<file path="config.mk">
export PLATFORM = sky130hd
export DESIGN_NAME = can_signal_pack_unpack_core
export DESIGN_NICKNAME = d
export VERILOG_FILES = /design/src/hw/rtl/cspu_pkg.sv /design/src/hw/rtl/cspu_div.sv /design/src/hw/rtl/can_signal_pack_unpack_core.sv
export SDC_FILE = /design/constraint.sdc
export NUM_CORES = 2
export LEC_CHECK = 0
export BUFFER_PORTS_ARGS = -buffer_cell sky130_fd_sc_hd__buf_2
export CAP_MARGIN = 15
export CORE_MARGIN = 2
export CORE_UTILIZATION = 58
export CTS_BUF_LIST = sky130_fd_sc_hd__clkbuf_16
export CTS_CLUSTER_DIAMETER = 100
export DETAILED_ROUTE_END_ITERATION = 8
export PLACE_DENSITY = 0.86
export SETUP_SLACK_MARGIN = 0.5
export SLEW_MARGIN = 30
export SYNTH_ARGS = -nofsm -noshare
export SYNTH_HDL_FRONTEND = slang
export SYNTH_SLANG_ARGS = --single-unit
</file>
<file path="constraint.sdc">
create_clock -name clk_i -period 10.6 [get_ports clk_i]
set_input_delay 2.12 -clock clk_i [delete_from_list [all_inputs] [get_ports clk_i]]
set_output_delay 2.12 -clock clk_i [all_outputs]
set_load 0.05 [all_outputs]
</file>
<file path="src/hw/rtl/cspu_pkg.sv">
`timescale 1ns / 1ps

package cspu_pkg;

  localparam int unsigned NUM_GROUPS  = 16;
  localparam int unsigned FRAME_BYTES = 8;
  localparam int unsigned ROW_W       = FRAME_BYTES * 8;
  localparam int unsigned GRP_W       = 4;

  // quotient bits retired per divider iteration
  localparam int unsigned DIV_STEP_BITS = 4;
  localparam int unsigned DIV_ITERS     = 32 / DIV_STEP_BITS;
  localparam int unsigned DIV_CNT_W     = $clog2(DIV_ITERS);

  typedef enum logic [1:0] {
    OP_PACK    = 2'd0,
    OP_UNPACK  = 2'd1,
    OP_WR_BYTE = 2'd2,
    OP_RD_BYTE = 2'd3
  } op_e;

  typedef enum logic [1:0] {
    STATUS_OK          = 2'd0,
    STATUS_RANGE       = 2'd1,
    STATUS_ZERO_FACTOR = 2'd2
  } status_e;

  typedef struct packed {
    op_e              op;
    logic [GRP_W-1:0] group_index;
    logic [3:0]       group_length;
    logic [5:0]       start_bit;
    logic [5:0]       bit_length;
    logic [15:0]      scale_factor;
    logic [31:0]      scale_offset;
    logic [31:0]      write_value;
    logic [2:0]       byte_index;
    logic [7:0]       byte_in;
    logic             event_triggered;
  } req_t;

  typedef struct packed {
    status_e     status;
    logic [31:0] read_value;
    logic [7:0]  byte_out;
    logic        send_request;
  } res_t;

endpackage

</file>
<file path="src/hw/rtl/cspu_div.sv">
`timescale 1ns / 1ps

module cspu_div (
  input  logic        clk_i,
  input  logic        rst_ni,
  input  logic        start_i,
  input  logic [31:0] dividend_i,
  input  logic [15:0] divisor_i,
  output logic        done_o,
  output logic [31:0] quotient_o
);

  logic [31:0] quo_q, quo_d;
  logic [15:0] rem_q, rem_d;
  logic [15:0] dvs_q;
  logic [cspu_pkg::DIV_CNT_W-1:0] cnt_q;
  logic busy_q, done_q;

  // restoring division, several quotient bits per cycle
  always_comb begin
    logic [16:0] trial;
    logic        ge;
    quo_d = quo_q;
    rem_d = rem_q;
    for (int k = 0; k < int'(cspu_pkg::DIV_STEP_BITS); k++) begin
      trial = {rem_d, quo_d[31]};
      ge    = (trial >= {1'b0, dvs_q});
      quo_d = {quo_d[30:0], ge};
      rem_d = ge ? 16'(trial - {1'b0, dvs_q}) : trial[15:0];
    end
  end

  always_ff @(posedge clk_i or negedge rst_ni) begin
    if (!rst_ni) begin
      busy_q <= 1'b0;
      done_q <= 1'b0;
      cnt_q  <= '0;
    end else begin
      done_q <= 1'b0;
      if (start_i) begin
        busy_q <= 1'b1;
        cnt_q  <= '0;
      end else if (busy_q) begin
        cnt_q <= cnt_q + cspu_pkg::DIV_CNT_W'(1);
        if (cnt_q == cspu_pkg::DIV_CNT_W'(cspu_pkg::DIV_ITERS - 1)) begin
          busy_q <= 1'b0;
          done_q <= 1'b1;
        end
      end
    end
  end

  always_ff @(posedge clk_i) begin
    if (start_i) begin
      quo_q <= dividend_i;
      rem_q <= '0;
      dvs_q <= divisor_i;
    end else if (busy_q) begin
      quo_q <= quo_d;
      rem_q <= rem_d;
    end
  end

  assign done_o     = done_q;
  assign quotient_o = quo_q;

endmodule

</file>
<file path="src/hw/rtl/can_signal_pack_unpack_core.sv">
`timescale 1ns / 1ps

// CAN signal store: 16 message groups of 8 frame bytes, one 64-bit row per group in a
// synchronous RAM, all zero after reset. An op is taken when start_i is high and busy_o
// low; its result appears on res_o with done_o high for exactly one cycle and must be
// taken then. Pack, raw write and raw read pass through row read, scale/saturate, and
// merge and write back. Unpack does the same row read and extract; if its checks pass, a
// divider then retires 4 quotient bits a cycle. A new op may be started in the cycle
// its predecessor's result is shown.
module can_signal_pack_unpack_core (
  input  logic             clk_i,
  input  logic             rst_ni,
  input  logic             start_i,
  output logic             busy_o,
  input  cspu_pkg::req_t   req_i,
  output logic             done_o,
  output cspu_pkg::res_t   res_o
);

  localparam logic [1:0] ST_IDLE = 2'd0;
  localparam logic [1:0] ST_CALC = 2'd1;
  localparam logic [1:0] ST_WB   = 2'd2;
  localparam logic [1:0] ST_DIV  = 2'd3;

  localparam int unsigned RW = cspu_pkg::ROW_W;

  logic [1:0] state_q, state_d;
  logic       accept;

  cspu_pkg::req_t req_q;
  logic [47:0]    prod_q;

  // row store and its per-row valid bits
  logic [RW-1:0] mem_q [cspu_pkg::NUM_GROUPS];
  logic [cspu_pkg::NUM_GROUPS-1:0] vld_q;
  logic [RW-1:0] rd_row_q;
  logic          rd_vld_q;
  logic          wr_en;
  logic [RW-1:0] wr_row;

  cspu_pkg::status_e status_q, status_d;
  logic [31:0] val_q, val_d;

  cspu_pkg::res_t res_q, res_d;
  logic           done_q, done_d;

  logic        div_start, div_done;
  logic [31:0] div_quo;

  logic [RW-1:0] row;
  logic [3:0]    glen_eff;
  logic [31:0]   fmask;
  logic [6:0]    last_bit;
  logic          grp_bad, len_bad;
  logic [48:0]   scaled;
  logic [31:0]   field, fld_raw;
  logic [RW-1:0] wmask, wword;

  assign accept = start_i && (state_q == ST_IDLE);
  assign busy_o = (state_q != ST_IDLE);

  // signal geometry, shared by the check and the merge
  always_comb begin
    glen_eff = (req_q.group_length > 4'(cspu_pkg::FRAME_BYTES)) ?
               4'(cspu_pkg::FRAME_BYTES) : req_q.group_length;
    fmask    = 32'hFFFF_FFFF >> (6'd32 - req_q.bit_length);
    last_bit = 7'(req_q.start_bit) + 7'(req_q.bit_length) - 7'd1;
    grp_bad  = ({1'b0, req_q.group_index} >= 5'(cspu_pkg::NUM_GROUPS));
    len_bad  = (req_q.bit_length == 6'd0) || (req_q.bit_length > 6'd32);
    row      = rd_vld_q ? rd_row_q : '0;
    scaled   = {1'b0, prod_q} + 49'(req_q.scale_offset);
    fld_raw  = 32'(row >> req_q.start_bit);
    field    = fld_raw & fmask;
    wmask    = RW'(fmask) << req_q.start_bit;
    wword    = RW'(val_q) << req_q.start_bit;
  end

  // status, and saturated pack value or offset-corrected unpack field
  always_comb begin
    status_d = cspu_pkg::STATUS_OK;
    if (grp_bad) begin
      status_d = cspu_pkg::STATUS_RANGE;
    end else if (req_q.op inside {cspu_pkg::OP_WR_BYTE, cspu_pkg::OP_RD_BYTE}) begin
      if ({1'b0, req_q.byte_index} >= glen_eff) status_d = cspu_pkg::STATUS_RANGE;
    end else if (len_bad || (last_bit[6:3] >= glen_eff)) begin
      status_d = cspu_pkg::STATUS_RANGE;
    end else if (req_q.scale_factor == 16'd0) begin
      status_d = cspu_pkg::STATUS_ZERO_FACTOR;
    end

    if (req_q.op == cspu_pkg::OP_PACK) begin
      val_d = (scaled > {17'd0, fmask}) ? fmask : scaled[31:0];
    end else begin
      val_d = (field > req_q.scale_offset) ? (field - req_q.scale_offset) : 32'd0;
    end
  end

  always_comb begin
    state_d   = state_q;
    wr_en     = 1'b0;
    wr_row    = row;
    div_start = 1'b0;
    done_d    = 1'b0;
    res_d     = '0;
    res_d.status = status_q;

    case (state_q)
      ST_IDLE: begin
        if (accept) state_d = ST_CALC;
      end
      ST_CALC: begin
        state_d = ST_WB;
      end
      ST_WB: begin
        state_d = ST_IDLE;
        done_d  = 1'b1;
        case (req_q.op)
          cspu_pkg::OP_PACK: begin
            if (status_q == cspu_pkg::STATUS_OK) begin
              wr_en  = 1'b1;
              wr_row = (row & ~wmask) | (wword & wmask);
              res_d.send_request = req_q.event_triggered;
            end
          end
          cspu_pkg::OP_UNPACK: begin
            if (status_q == cspu_pkg::STATUS_OK) begin
              div_start = 1'b1;
              done_d    = 1'b0;
              state_d   = ST_DIV;
            end
          end
          cspu_pkg::OP_WR_BYTE: begin
            if (status_q == cspu_pkg::STATUS_OK) begin
              wr_en = 1'b1;
              wr_row[{req_q.byte_index, 3'b000} +: 8] = req_q.byte_in;
            end
          end
          cspu_pkg::OP_RD_BYTE: begin
            if (status_q == cspu_pkg::STATUS_OK) begin
              res_d.byte_out = row[{req_q.byte_index, 3'b000} +: 8];
            end
          end
          default: ;
        endcase
      end
      ST_DIV: begin
        if (div_done) begin
          res_d.read_value = div_quo;
          done_d  = 1'b1;
          state_d = ST_IDLE;
        end
      end
      default: state_d = ST_IDLE;
    endcase
  end

  always_ff @(posedge clk_i or negedge rst_ni) begin
    if (!rst_ni) begin
      state_q <= ST_IDLE;
      done_q  <= 1'b0;
      vld_q   <= '0;
    end else begin
      state_q <= state_d;
      done_q  <= done_d;
      if (wr_en) vld_q[req_q.group_index] <= 1'b1;
    end
  end

  always_ff @(posedge clk_i) begin
    if (accept) begin
      req_q    <= req_i;
      prod_q   <= 48'(req_i.write_value) * 48'(req_i.scale_factor);
      rd_row_q <= mem_q[req_i.group_index];
      rd_vld_q <= vld_q[req_i.group_index];
    end
    if (wr_en) mem_q[req_q.group_index] <= wr_row;
    if (state_q == ST_CALC) begin
      status_q <= status_d;
      val_q    <= val_d;
    end
    if (done_d) res_q <= res_d;
  end

  cspu_div u_div (
    .clk_i      (clk_i),
    .rst_ni     (rst_ni),
    .start_i    (div_start),
    .dividend_i (val_q),
    .divisor_i  (req_q.scale_factor),
    .done_o     (div_done),
    .quotient_o (div_quo)
  );

  assign done_o = done_q;
  assign res_o  = res_q;

endmodule

</file>
==> impl_results.md <==
* Status: completed
* Total of max-cap violations at 0
* Synthesis-to-finish area growth at 9.51%
* Largest family of logic cells by synthesized area: adder cells
* # IOs at 162
* Slew @ Worst Pin at 1.16 ns
* Pre-antenna DRT Iters at 9
* Synth async-reset ratio at 1.73%
* Placed cell area at 0.0897 sq mm
* Final setup viols at 0
* Synthesized instance count at 7060
* Most used DFF post-synth: edfxtp_1
* Post-synth top cells: edfxtp_1, nand2_1, inv_1
* Kind of critical path: flop to flop
* Sequential share of the synthesized area at 47.8%
* RSZ-0062 raised after global routing: false
* Clock skew at 0.0872 ns
* Adder-Cell Fraction of Synth Area at 14.3%
* Drt total wl at 292 mm
* Post-synth EDFFs at 1344
* Initial DRC Count at 9724
* DR vias at 63200
* Post-synthesis register bit count at 1384
* Worst-path clk slew at 0.06 ns
* CTS HTree Levels at 4
* Fin Setup TNS at 0 ns
* Placement Setup Slack at 0.414 ns
* Hold Path Stages at 0
* Relative slew margins at 22.9%
* Number of global-route vias before repair at 62300
* Residual DRC count at 0
* Power density cells at 345 mW/mm^2
* Synth area leader: edfxtp_1
* FP Rows at 141
* Nets at 7999
* Peak supply drop at 0.000500 V
* Synth Area in Simple Gates at 10.2%
* LEAKAGE at 35.5 nW
* Final total power at 32.6 mW
* Post-Syn Nets at 7908
* DR vias/cell at 6.87
* CP Data Arrival Time at 10.36 ns
* Worst hold start: req_q[89]$_DFFE_PP_
* Complex-gate fraction of the synthesized area at 9.61%
* Die area at 0.152 sq mm
* CTS tree: yes
* Routed Antenna Nets at 0
* Hold_buf cts at 0
* Final Max Slew Viols at 0
* Synth Warn # at 0
* Layout cell share with drive strength beyond 1 at 15.3%
* R2R Path Start: u_div.dvs_q[14]$_DFFE_PP_
* IO buf count at 161
* Fin crit share at 91.5%
* CP peak stage delay at 0.52 ns
* Hold Fails Final Rpt at 0
* Yosys top cell area share at 46.8%
* Mux cell area share after synthesis at 12.3%
* First-pass GRT wire length at 424 mm
* Fmax at 103 MHz
* Flop2flop setup slack at 0.91 ns
* Cts bufs inserted at 137
* Root buffer cell: clkbuf_16
* Worst Setup Start Kind: flop
* Setup ws final at 0.906 ns
* Largest net degree at the start of global routing at 150
* Reg2reg end: u_div.rem_q[14]$_SDFFE_PP0P_
* CTS sink count at 1384
* Final Critical Period at 9.69 ns
* Clock latency on the worst-skew pair at 0.83 ns
* Placer congestion estimate at 1.05
* Total congestion overflow at 0
* HPWL after detailed placement at 196 mm
* Chip width at 390 um
* Worst path slowest cell: or4_1
* Most frequent cell after synthesis: edfxtp_1
* DIE HEIGHT at 390 um
* Synth top area cells: edfxtp_1, mux4_2, fa_1, ha_1, nand2_1
* Core area at 0.148 sq mm
* Min-Delay Endpoint: u_div.dvs_q[13]$_DFFE_PP_
* Tot GR Track Use at 38.4%
* Element type at the critical path end: flop
* Routed wire per std cell at 31.8 um
* Avg Inst Size Synth at 12.2 sq um
* Hold/Removal Path Class: flop to flop
* Critical Path RT at 11.27 ns
* Xor/xnor share of the synthesized area at 1.56%
* Fin area at 0.0945 sq mm
* Worst Path Max Fanout at 11
* Synthesized area at 0.0863 sq mm
* Post-synth cell types at 98
* Initial Util at 58.4%
* Worst reg2reg path depth at 42
* Initial antenna violation count at 24
* Clk buf depth at 3
## what timing repair did
item,CTS,global route
gates resized for setup,6,22
pin swaps,0,5
setup endpoints to repair,17,17
setup buffers,0,6
## state kept, by name, summed over array words and instances (netlist names), 16 cells and up
register,cells
mem_q,1024
req_q,82
rd_row_q,64
prod_q,48
res_o,43
u_div.quotient_o,32
val_q,32
u_div.dvs_q,16
u_div.rem_q,16
vld_q,16
## layout make-up
type	count	area (sq um)
antenna	15	37.5
clock buffer	138	3450
clock inverter	108	1010
fill	10500	53100
inverter	545	2050
multi-input combinational	4735	41800
sequential	1384	41300
tap	1930	2410
timing repair buffer	348	2470
## logic make-up (layout without fill, tap and decap cells)
logic type,after synthesis,after routing
AO/OA/AOI/OAI,1304,1304
flip-flops,1384,1384
AND/OR/NAND/NOR,1968,1968
multiplexers,578,578
other,0,15
buffers and inverters,941,1139
XOR/XNOR,154,154
adder cells (fa/ha/maj),731,731
## power by group
part / leakage, nW / internal (mW) / switching (mW) / total, mW
clock network: 2.25 / 2.60 / 2.26 / 4.86
registers: 12.8 / 7.31 / 0.537 / 7.85
logic: 20.4 / 8.21 / 11.7 / 19.9
## routing by layer
layer / GRT usage (%) / vias up / routed length (um)
met4: 17.1 / 12 / 15400
met2: 59.8 / 4767 / 135000
met5: 0 / - / 83
met3: 8.92 / 877 / 35600
met1: 51.9 / 31500 / 106000
li1: - / 26100 / -
## metrics by stage
step                instances  hold WS, ns  util [%]
global route             9199        0.467      64.0
global placement         8928        0.434      60.7
CTS                      9176        0.460      63.8
floorplan                7060        0.427         -
detailed placement       8930        0.446      60.7
finish                   9203        0.456      64.0
## critical path: cells and delay by family, from the launching register on
family          cells  cell delay, ns
fa+ha+maj           4            1.40
flops               1            0.37
mux                 3            1.00
compound gates     23            4.76
buf+inv             6            0.92
simple gates        6            1.10
## worst max-delay path by stage
| stage | start | to |
|---|---|---|
| after global placement | u_div.dvs_q[8]$_DFFE_PP_ | u_div.rem_q[7]$_SDFFE_PP0P_ |
| after global routing | u_div.dvs_q[14]$_DFFE_PP_ | u_div.rem_q[14]$_SDFFE_PP0P_ |
| after floorplan | u_div.dvs_q[1]$_DFFE_PP_ | u_div.rem_q[0]$_SDFFE_PP0P_ |
| after detailed placement | u_div.dvs_q[8]$_DFFE_PP_ | u_div.rem_q[14]$_SDFFE_PP0P_ |
| after CTS | u_div.dvs_q[14]$_DFFE_PP_ | u_div.rem_q[14]$_SDFFE_PP0P_ |
| final | u_div.dvs_q[14]$_DFFE_PP_ | u_div.rem_q[14]$_SDFFE_PP0P_ |
## placed cells by master (no fill, tap or decap), types with 72 or more instances in the layout
cell / n
edfxtp_1: 1344
nand2_1: 894
inv_1: 563
fa_1: 424
nor2_1: 390
mux4_2: 379
a21oi_1: 322
ha_1: 305
o21ai_0: 298
and2_1: 193
buf_4: 168
buf_2: 158
clkbuf_16: 138
nand3_1: 136
mux2i_1: 128
xnor2_1: 106
a21o_1: 93
a31oi_1: 77
o22ai_1: 76
nor3_1: 72
Note: power is estimated with default switching activity, not from simulation.
